--- src/rtl/lpht_pkg.sv ---
// ---------------------------------------------------------------------------
// lpht_pkg
// Shared types, constants and helpers for the linear probing hash table.
// ---------------------------------------------------------------------------
package lpht_pkg;

    localparam int SLOTS     = 1024;
    localparam int KEY_BYTES = 8;
    localparam int IDX_W     = $clog2(SLOTS);
    localparam int CAP_W     = 11;
    localparam int KEY_W     = 64;
    localparam int VAL_W     = 32;
    localparam int MOD_BITS  = 4;                  // quotient bits per cycle
    localparam int MOD_STEPS = KEY_W / MOD_BITS;
    localparam int MOD_CNT_W = $clog2(MOD_STEPS);

    localparam logic [63:0] FNV_BASIS   = 64'hCBF29CE484222325;
    localparam logic [8:0]  FNV_MULT_LO = 9'h1B3;  // multiplier is 2^40 + 0x1B3
    localparam int          FNV_SHIFT   = 40;

    localparam logic [1:0] KIND_LOOKUP = 2'd0;
    localparam logic [1:0] KIND_SET    = 2'd1;
    localparam logic [1:0] KIND_REMOVE = 2'd2;

    localparam logic [1:0] STAT_OK   = 2'd0;
    localparam logic [1:0] STAT_MISS = 2'd1;
    localparam logic [1:0] STAT_FULL = 2'd2;

    typedef enum logic [2:0] {
        ST_CLEAR,
        ST_IDLE,
        ST_HASH,
        ST_RD,
        ST_CHK,
        ST_RESULT
    } state_t;

    typedef enum logic [1:0] {
        HS_IDLE,
        HS_HASH,
        HS_MOD
    } hash_state_t;

    // zero every byte from the first zero byte on, and beyond KEY_BYTES
    function automatic logic [KEY_W-1:0] normalize_key(input logic [KEY_W-1:0] k);
        logic [KEY_W-1:0] r;
        logic             stop;
        r    = '0;
        stop = 1'b0;
        for (int i = 0; i < KEY_BYTES; i++)
        begin
            if (k[8*i +: 8] == 8'd0)
                stop = 1'b1;
            if (!stop)
                r[8*i +: 8] = k[8*i +: 8];
        end
        return r;
    endfunction

endpackage

--- src/rtl/lpht_hash.sv ---
// ---------------------------------------------------------------------------
// lpht_hash
// FNV-1a over a normalized key (bytes sign-extended for the XOR), one byte
// a cycle, then start slot = hash mod capacity, four quotient bits a cycle.
// ---------------------------------------------------------------------------
module lpht_hash (
    input  logic                       clk,
    input  logic                       rst_n,
    input  logic                       start,
    input  logic [lpht_pkg::KEY_W-1:0] key,
    input  logic [lpht_pkg::CAP_W-1:0] cap,
    output logic                       done,
    output logic [lpht_pkg::IDX_W-1:0] slot
);
    import lpht_pkg::*;

    hash_state_t          hs_reg, hs_next;
    logic [KEY_W-1:0]     key_reg, key_next;
    logic [63:0]          h_reg, h_next;
    logic [CAP_W-1:0]     rem_reg, rem_next;
    logic [MOD_CNT_W-1:0] cnt_reg, cnt_next;
    logic                 done_reg, done_next;
    logic [IDX_W-1:0]     slot_reg, slot_next;

    logic [63:0]          x;
    logic [63:0]          prod;
    logic [CAP_W:0]       t;
    logic [CAP_W-1:0]     r;

    assign x    = h_reg ^ {{56{key_reg[7]}}, key_reg[7:0]};
    assign prod = (x << FNV_SHIFT) + 64'(x * FNV_MULT_LO);

    // restoring remainder, MOD_BITS dividend bits per cycle
    always_comb
    begin
        r = rem_reg;
        t = '0;
        for (int i = 0; i < MOD_BITS; i++)
        begin
            t = {r, h_reg[63-i]};
            if (t >= {1'b0, cap})
                t = t - {1'b0, cap};
            r = t[CAP_W-1:0];
        end
    end

    always_comb
    begin
        hs_next   = hs_reg;
        key_next  = key_reg;
        h_next    = h_reg;
        rem_next  = rem_reg;
        cnt_next  = cnt_reg;
        done_next = 1'b0;
        slot_next = slot_reg;
        unique case (hs_reg)
            HS_IDLE:
            begin
                if (start)
                begin
                    key_next = key;
                    h_next   = FNV_BASIS;
                    hs_next  = HS_HASH;
                end
            end
            HS_HASH:
            begin
                if (key_reg[7:0] == 8'd0)
                begin
                    rem_next = '0;
                    cnt_next = '0;
                    hs_next  = HS_MOD;
                end
                else
                begin
                    h_next   = prod;
                    key_next = key_reg >> 8;
                end
            end
            HS_MOD:
            begin
                rem_next = r;
                h_next   = h_reg << MOD_BITS;
                cnt_next = cnt_reg + 1'b1;
                if (cnt_reg == MOD_CNT_W'(MOD_STEPS - 1))
                begin
                    done_next = 1'b1;
                    slot_next = r[IDX_W-1:0];
                    hs_next   = HS_IDLE;
                end
            end
            default: hs_next = HS_IDLE;
        endcase
    end

    always_ff @(posedge clk or negedge rst_n)
    begin
        if (!rst_n)
        begin
            hs_reg   <= HS_IDLE;
            done_reg <= 1'b0;
        end
        else
        begin
            hs_reg   <= hs_next;
            done_reg <= done_next;
        end
    end

    always_ff @(posedge clk)
    begin
        key_reg  <= key_next;
        h_reg    <= h_next;
        rem_reg  <= rem_next;
        cnt_reg  <= cnt_next;
        slot_reg <= slot_next;
    end

    assign done = done_reg;
    assign slot = slot_reg;

endmodule

--- config.mk ---
export PLATFORM = sky130hd
export DESIGN_NAME = lpht_hash
export DESIGN_NICKNAME = d
export VERILOG_FILES = /design/src/rtl/lpht_pkg.sv /design/src/rtl/lpht_hash.sv
export SDC_FILE = /design/constraint.sdc
export NUM_CORES = 1
export LEC_CHECK = 0
export BUFFER_PORTS_ARGS = -buffer_cell sky130_fd_sc_hd__buf_2
export CAP_MARGIN = 20
export CORE_MARGIN = 5
export CORE_UTILIZATION = 39
export CTS_CLUSTER_DIAMETER = 30
export DETAILED_ROUTE_END_ITERATION = 8
export GPL_ROUTABILITY_DRIVEN = 0
export PLACE_DENSITY = 0.65
export SLEW_MARGIN = 40
export SYNTH_ARGS = -nofsm -noshare
export SYNTH_HDL_FRONTEND = slang
export SYNTH_SLANG_ARGS = --single-unit
--- constraint.sdc ---
create_clock -name clk -period 9.4 [get_ports clk]
set_clock_uncertainty 0.05 [all_clocks]
set_input_delay 1.88 -clock clk [delete_from_list [all_inputs] [get_ports clk]]
set_output_delay 1.88 -clock clk [all_outputs]
set_load 0.1 [all_outputs]
# Yosys cells after proc, flatten, opt, wreduce, memory -nomap -nowiden
# Index checks and enable logic that the tools add are counted.
# word_totals
reg_bits	156
out_inout_bits	11
input_bits	78
word_cells	56
# classes
n_lt_le_gt_ge	4
n_eq_ne	7
multipliers	1
n_reduce_logical	10
add_sub_neg	6
n_mux	20
bitwise_logic	1
# op_table
operator	n
2-to-1 mux 64 bit	4
one-hot mux 64 bit (3 select lines)	1
one-hot mux 64 bit (2 select lines)	1
adder 64 bit	1
multiplier 64 x 9 -> 64 bit, second input constant	1
XOR 64 bit	1
2-to-1 mux 11 bit	5
>= comparator 12 x 11 -> 1 bit	4
subtractor 11 bit	4
one-hot mux 11 bit (2 select lines)	1
AND reduction 3 bit	3
logical NOT 8 bit	1
!= test 2 bit, second input constant	4
one-hot mux 4 bit (2 select lines)	1
2-to-1 mux 2 bit	3
one-hot mux 2 bit (3 select lines)	1
adder 4 x 1 -> 4 bit, second input constant	1
== test 4 bit, second input constant	1
2-to-1 mux 4 bit	1
AND reduction 2 bit	2
nonzero test 2 bit	2
nonzero test 3 bit	1
== test 2 x 1 -> 1 bit, second input constant	1
== test 2 bit, second input constant	1
2 further kinds	3

# Depth between registers and ports, before layout
# Gate-level depths: netlist (run 1).
# depth
word_depth	9
mapped_depth	46
mapped_depth_nobuf	41

# Worst setup path before layout (run 1)
# No wires, ideal clock.
# synth_timing
path_type	input -> register
start	input cap[0] in the netlist's numbering
end	register rem_reg[2], data pin
t_required_ns	9.181
path_slack_ns	-1.268
setup_ns	0.169
stages	42
path_buffers	5
arrival_ns	10.449
path_cell_list	ha_1 -> fa_1 -> nor2b_1 -> o21ai_2 -> a21oi_1 -> o31a_1 -> or3_1 -> buf_2 -> clkbuf_1 -> a21oi_1 -> fa_1 -> a21oi_1 -> o22ai_1 -> o31ai_1 -> a21oi_1 -> a2111o_1 -> buf_1 -> nor2_1 -> (+6 left out) -> o22ai_1 -> nand3_1 -> clkbuf_1 -> nand2_1 -> o221a_2 -> inv_1 -> ha_1 -> nor2b_1 -> o21ai_0 -> a21boi_0 -> o21ai_0 -> a21oi_1 -> o221ai_1 -> a21o_1 -> and4_4 -> buf_6 -> or4_1 -> o31ai_1
# synth_between
elab_chain_cells	9
word_cells_on_any_way	13
cone_classes	add/sub (4); order compare (4); mux (5)
# synth_lines
item	line_no	source
start, declared	lpht_hash.sv:11	input logic [lpht_pkg::CAP_W-1:0] cap,
subtractor 11 bit or >= comparator 12 x 11 -> 1 bit (tied branches)	lpht_hash.sv:42, lpht_hash.sv:41	
2-to-1 mux 11 bit	lpht_hash.sv:41	if (t >= {1'b0, cap})
subtractor 11 bit or >= comparator 12 x 11 -> 1 bit (tied branches)	lpht_hash.sv:42, lpht_hash.sv:41	
2-to-1 mux 11 bit	lpht_hash.sv:41	
>= comparator 12 x 11 -> 1 bit or subtractor 11 bit (tied branches)	lpht_hash.sv:41, lpht_hash.sv:42	
2-to-1 mux 11 bit	lpht_hash.sv:41	
subtractor 11 bit or >= comparator 12 x 11 -> 1 bit (tied branches)	lpht_hash.sv:42, lpht_hash.sv:41	
2-to-1 mux 11 bit (*)	lpht_hash.sv:41	
one-hot mux 11 bit (2 select lines) (*)	lpht_hash.sv:56	unique case (hs_reg)
end signal, assigned	lpht_hash.sv:114	rem_reg <= rem_next;
end, declared	lpht_hash.sv:20	logic [CAP_W-1:0] rem_reg, rem_next;
# Mark *: on every way between the ends. The rest lies on a longest branch, timed or not.
# A chain may end at the register's enable or synchronous reset.

# Worst setup path in the final report (run 1)
# layout_timing
start	input cap[2] in the netlist's numbering
end	register rem_reg[2], data pin
# Same word-level chain as after synthesis.

==> results of run 1 <==
## worst register-to-register path, delay by kind of cell, from the launching register on
family                     cells  cell delay, ps
DFF                            1             500
AOI/OAI and AO/OA             19            3290
buffers and inverters          5             550
adders and majority gates      5            1350
and+or+nand+nor               10            1900
muxes                          1             220
## cell type report
class | count | area (um2)
Antenna cell | 1 | 2.50
Clock buffer | 19 | 433
Clock inverter | 13 | 108
Fill cell | 5107 | 30000
Inverter | 426 | 1600
Multi-Input combinational cell | 1548 | 14600
Sequential cell | 156 | 4670
Tap cell | 696 | 871
Timing Repair Buffer | 204 | 1320
## metrics by stage
step / hold slack [ps] / worst slack (ps) / utilization, % / cell area, um2 / setup TNS [ps]
3_3_place_gp: 462 / -126 / 42.7 / 22900 / -987
2_1_floorplan: 436 / -13.7 / - / 21200 / -13.7
6_report: 488 / 369 / 44.0 / 23600 / 0
5_1_grt: 501 / -48.6 / 44.0 / 23600 / -92.2
4_1_cts: 493 / 104 / 43.8 / 23500 / 0
3_5_place_dp: 481 / -303 / 42.8 / 22900 / -4390
## Yosys cell counts (12+ instances only)
cell | instances | area [um2]
inv_1 | 426 | 1600
fa_1 | 252 | 5040
nand2_1 | 168 | 631
ha_1 | 162 | 2030
edfxtp_1 | 153 | 4590
nor2_1 | 137 | 514
o21ai_0 | 99 | 495
a21oi_1 | 98 | 490
xor2_1 | 97 | 850
clkbuf_1 | 90 | 338
xnor2_1 | 72 | 631
mux2_2 | 58 | 653
nand3_1 | 29 | 145
a21o_1 | 28 | 210
a221o_1 | 28 | 280
nor2b_1 | 25 | 156
nand4_1 | 23 | 144
nand2b_1 | 20 | 125
a22oi_1 | 18 | 135
nor3_1 | 17 | 85.1
o21a_1 | 16 | 120
o22ai_1 | 16 | 100
mux2i_1 | 14 | 140
o211ai_1 | 12 | 90.1
## per-layer routing
layer / vias to the layer above / track usage [%] / part of all wire (%)
met5: - / 0 / 0
met4: 0 / 5.81 / 2.7
met3: 83 / 2.38 / 5.8
met2: 553 / 31.5 / 48
met1: 8010 / 25.8 / 43
li1: 7651 / - / -
## repair_timing
action,CTS,global route
setup buffers,0,6
resized for setup,0,18
endpoints found under the setup margin,0,21
## worst paths after layout
path	end	slack [ps]	from
max	rem_reg[2]$_SDFFCE_PN0P_	370	cap[2]
min	key_reg[33]$_DFFE_PP_	490	key_reg[41]$_DFFE_PP_
max reg2reg	rem_reg[2]$_SDFFCE_PN0P_	1340	h_reg[63]$_DFFE_PP_
min reg2reg	key_reg[33]$_DFFE_PP_	490	key_reg[41]$_DFFE_PP_
max in group asynchronous	hs_reg[0]$_DFFE_PN0P_	8010	rst_n
min in group asynchronous	done$_DFF_PN0_	1170	rst_n
## cell families (layout without fill, tap and decap cells)
family | Yosys count | in the layout | share of synthesized area (%)
buffers and inverters | 525 | 662 | 9.46
and+or+nand+nor | 477 | 478 | 10.5
AOI/OAI and AO/OA | 415 | 415 | 13.3
adders and majority gates | 414 | 414 | 33.6
xor gates and xnor gates | 169 | 169 | 7.04
DFF | 156 | 156 | 22.2
muxes | 72 | 72 | 3.77
other | 0 | 1 | 0
==> results.toml, run 1 <==
[critical_path]
cp.depth = 40
r2r_cells = 40
slowest_delay_ps = 500
arrival_ps = 9260
crit_family = "compound AO/OA/AOI/OAI gates"
worstSetupStartpointType = "input pin"
worstPathMaxFanout = 8
cp-end-kind = "register"
required_ps = 9630
path_class = "in -> reg"
crit_buf_inv = 6
cpMaxStageDelayCell = "or4_1"

[job]
drv_cap = 0

[die]
die_area_um2 = 58600
start_util_pct = 39.2
core_um2 = 53600
pin_count = 89
die_h_um = 242
num_rows = 85
die_w_um = 242

[synth]
synth-seq-cells = 156
synth_cell_type_count = 78
synth_ff_type = "edfxtp_1"
async_reset_ff_share_pct = 1.92
synth_edf_count = 153
seq_area_frac_synth_pct = 22.2
syn_area_um2 = 21000
syn_inst = 2228
synthesis.nets = 2720
syn_avg_cell_area_um2 = 9.43
ys_warn_count = 0

[layout]
nets = 2845
instances_no_fill = 3063
final_common_cell = "inv_1"
final_cell_mix = "inv_1 (425), fa_1 (249), nand2_1 (168), ha_1 (155), edfxtp_1 (153)"
syn_to_final_growth_pct = 12.3
drive_gt1_share_pct = 14.8

[cts]
root_buffer = "clkbuf_16"
cts_tree = "yes"
clkLatencyLatePin_ps = 450
numCtsBuffers = 17
htree_levels = 4
hold_buffers = 0
path_clk_slew_ps = 70
cts.sinks = 156
clk_path_buf_depth = 2

[detailed_routing]
routedWlPerCell_um = 18.2
vias = 16297
drtAntennaViolNets = 0
drt-total-wl_um = 55600
drc = 0
routed_via_density = 5.32
drtIter0Drc = 1525
drt-pass1-iter-count = 5

[hold_path]
worstHoldPathType = "reg -> reg"
hold_depth = 1

[global_route]
grt_pass1_vias = 17067
antenna_found_initial = 1
grt_pass1_wl_um = 90600
grt_usage_pct = 18.9
grt_overflow = 0
grt_max_degree = 74

[placement]
dpl.cell_count = 3022
io_buffers = 88
hpwlAfterDp_um = 45600

[outcome]
status = "complete, no violations"

[sta]
min_period_over_period_pct = 96.1
slew_viol_final = 0
period_needed_ps = 9030
slew_headroom_pct = 43.2
hold_viol = 0
fmax_ghz = 0.111
worst_pin_slew_ps = 846
setup_viol = 0
Power of run 1 is left out: the tool's default activity adds up to more than one toggle a clock period on the data nets, which glitch-free logic cannot reach.
==> run 2: changes to the inputs <==
--- a/config.mk
+++ b/config.mk
@@ -12,7 +12,6 @@
 export CTS_CLUSTER_DIAMETER = 30
 export DETAILED_ROUTE_END_ITERATION = 8
 export GPL_ROUTABILITY_DRIVEN = 0
-export PLACE_DENSITY = 0.65
 export SLEW_MARGIN = 40
 export SYNTH_ARGS = -nofsm -noshare
 export SYNTH_HDL_FRONTEND = slang
==> run 2 against run 1 <==
Against the previous run:
- worst hold slack worse by 2.3 ps
- critical path type unchanged
- sequential cell count stayed put
- die area stayed put
==> results.toml, run 2 (synthesis results as in run 1) <==
[outcome]
status = "complete, no violations"

[critical_path]
worstSetupStartpointType = "input pin"
required_ps = 9550
worst_path_most_repeated_cell = "a21oi_2"
worstPathMaxFanout = 11
crit_end = "slot[5]$_DFFE_PP_"
critPathLaunch = "cap[2]"
r2r_end = "slot[5]$_DFFE_PP_"
cpMaxStageDelayCell = "or3_4"
r2r_slack_ps = 1260
arrival_ps = 9200
r2r_cells = 39
cp-end-kind = "register"
path_class = "in -> reg"
crit-reg2reg-launch = "h_reg[63]$_DFFE_PP_"
slowest_delay_ps = 450

[global_route]
use_met1_pct = 26.3
grt_usage_pct = 19.1
top_usage_layer = "met2"
grt_pass1_vias = 16814
antenna_found_initial = 0
grt_max_degree = 65
met2_usage_pct = 32.4
grt_overflow = 0
grt_pass1_wl_um = 90900
grt.met3_usage_pct = 2.75

[sta]
setup_ws_ps = 343
worst_pin_slew_ps = 824
fin_setup_tns_ps = 0
slew_viol_final = 0
setup_viol = 0
rsz0062_at_grt = "no"
period_needed_ps = 9060
min_period_over_period_pct = 96.3
slew_headroom_pct = 44.5
fmax_ghz = 0.110
hold_viol = 0

[cts]
root_buffer = "clkbuf_16"
cts_tree = "yes"
cts.sinks = 156
clk_path_buf_depth = 2
path_clk_slew_ps = 80
htree_levels = 4
clkLatencyLatePin_ps = 440
numCtsBuffers = 17

[detailed_routing]
routedWlPerCell_um = 18.4
drt-pass1-iter-count = 6
drt-total-wl_um = 56500
drtIter0Drc = 1182
drc = 0
routed_via_density = 5.25
vias = 16168
drtAntennaViolNets = 0

[die]
die_w_um = 242
die_h_um = 242
pin_count = 89
die_area_um2 = 58600
num_rows = 85
start_util_pct = 39.2
core_um2 = 53600

[placement]
place_area_um2 = 23100
dpl.cell_count = 3040
io_buffers = 88
hpwlAfterDp_um = 47000
dp_slack_ps = -273

[layout]
nets = 2860
final_cell_mix = "inv_1 (425), fa_1 (248), nand2_1 (168), ha_1 (154), edfxtp_1 (153)"
fillers = 5176
drive_gt1_share_pct = 15.4
antenna_cells = 0
final_area_um2 = 23800
final_common_cell = "inv_1"
syn_to_final_growth_pct = 13.3
instances_no_fill = 3077

[hold_path]
hold_start = "hs_reg[1]$_DFFE_PN0P_"
worstHoldPathType = "reg -> reg"

[job]
drv_cap = 0
==> run 2: cell count changes in the layout (fill, tap and decap cells not counted), moves of 2 or more <==
cell,change
clkbuf_1,-2
clkinv_8,+4
clkinv_2,-2
clkinvlp_4,-3
inv_8,+3
buf_4,+15
inv_6,-2
==> run 2: area by class of cell <==
cell class | count | area, um2 | share of cell area (%)
inverter | 426 | 1600 | 6.73
tap | 696 | 871 | 3.66
multi-input combinational | 1548 | 14600 | 61.3
clock buffer | 17 | 425 | 1.79
sequential | 156 | 4670 | 19.6
timing repair buffer | 219 | 1440 | 6.06
clock inverter | 15 | 195 | 0.820
==> run 2: critical path, delay by kind of cell <==
kind,cells,cell delay (ps)
buffers and inverters,5,720
adder cells (fa/ha/maj),4,1190
AND/OR/NAND/NOR,9,1760
AO/OA/AOI/OAI,21,3670
==> run 2: routing by layer <==
layer  vias up  wire length [um]
met5         -                 0
met4         0               999
met3        61              3070
met2       462             27400
met1      7964             25000
li1       7681                 -
==> run 2: worst min path at each step <==
stage	to	slack, ps	cells past startpoint
detailed placement	hs_reg[1]$_DFFE_PN0P_	470	1
finish	hs_reg[1]$_DFFE_PN0P_	490	1
global placement	hs_reg[1]$_DFFE_PN0P_	460	1
CTS	hs_reg[1]$_DFFE_PN0P_	490	1
floorplan	hs_reg[1]$_DFFE_PN0P_	440	1
global route	key_reg[47]$_DFFE_PP_	510	1
==> run 2: stage by stage <==
step | util, % | hold WS (ps)
2_1_floorplan | - | 436
3_3_place_gp | 43.0 | 463
3_5_place_dp | 43.0 | 470
4_1_cts | 44.2 | 486
5_1_grt | 44.4 | 508
6_report | 44.4 | 485
==> run 2: timing repair <==
action                                  in CTS  in global routing
endpoints found under the setup margin       0                 21
endpoints found under the hold margin        0                  0
buffers inserted                             0                  4
hold buffers                                 0                  0
resized for setup                            0                 18
Power of run 2 is left out for the same reason.
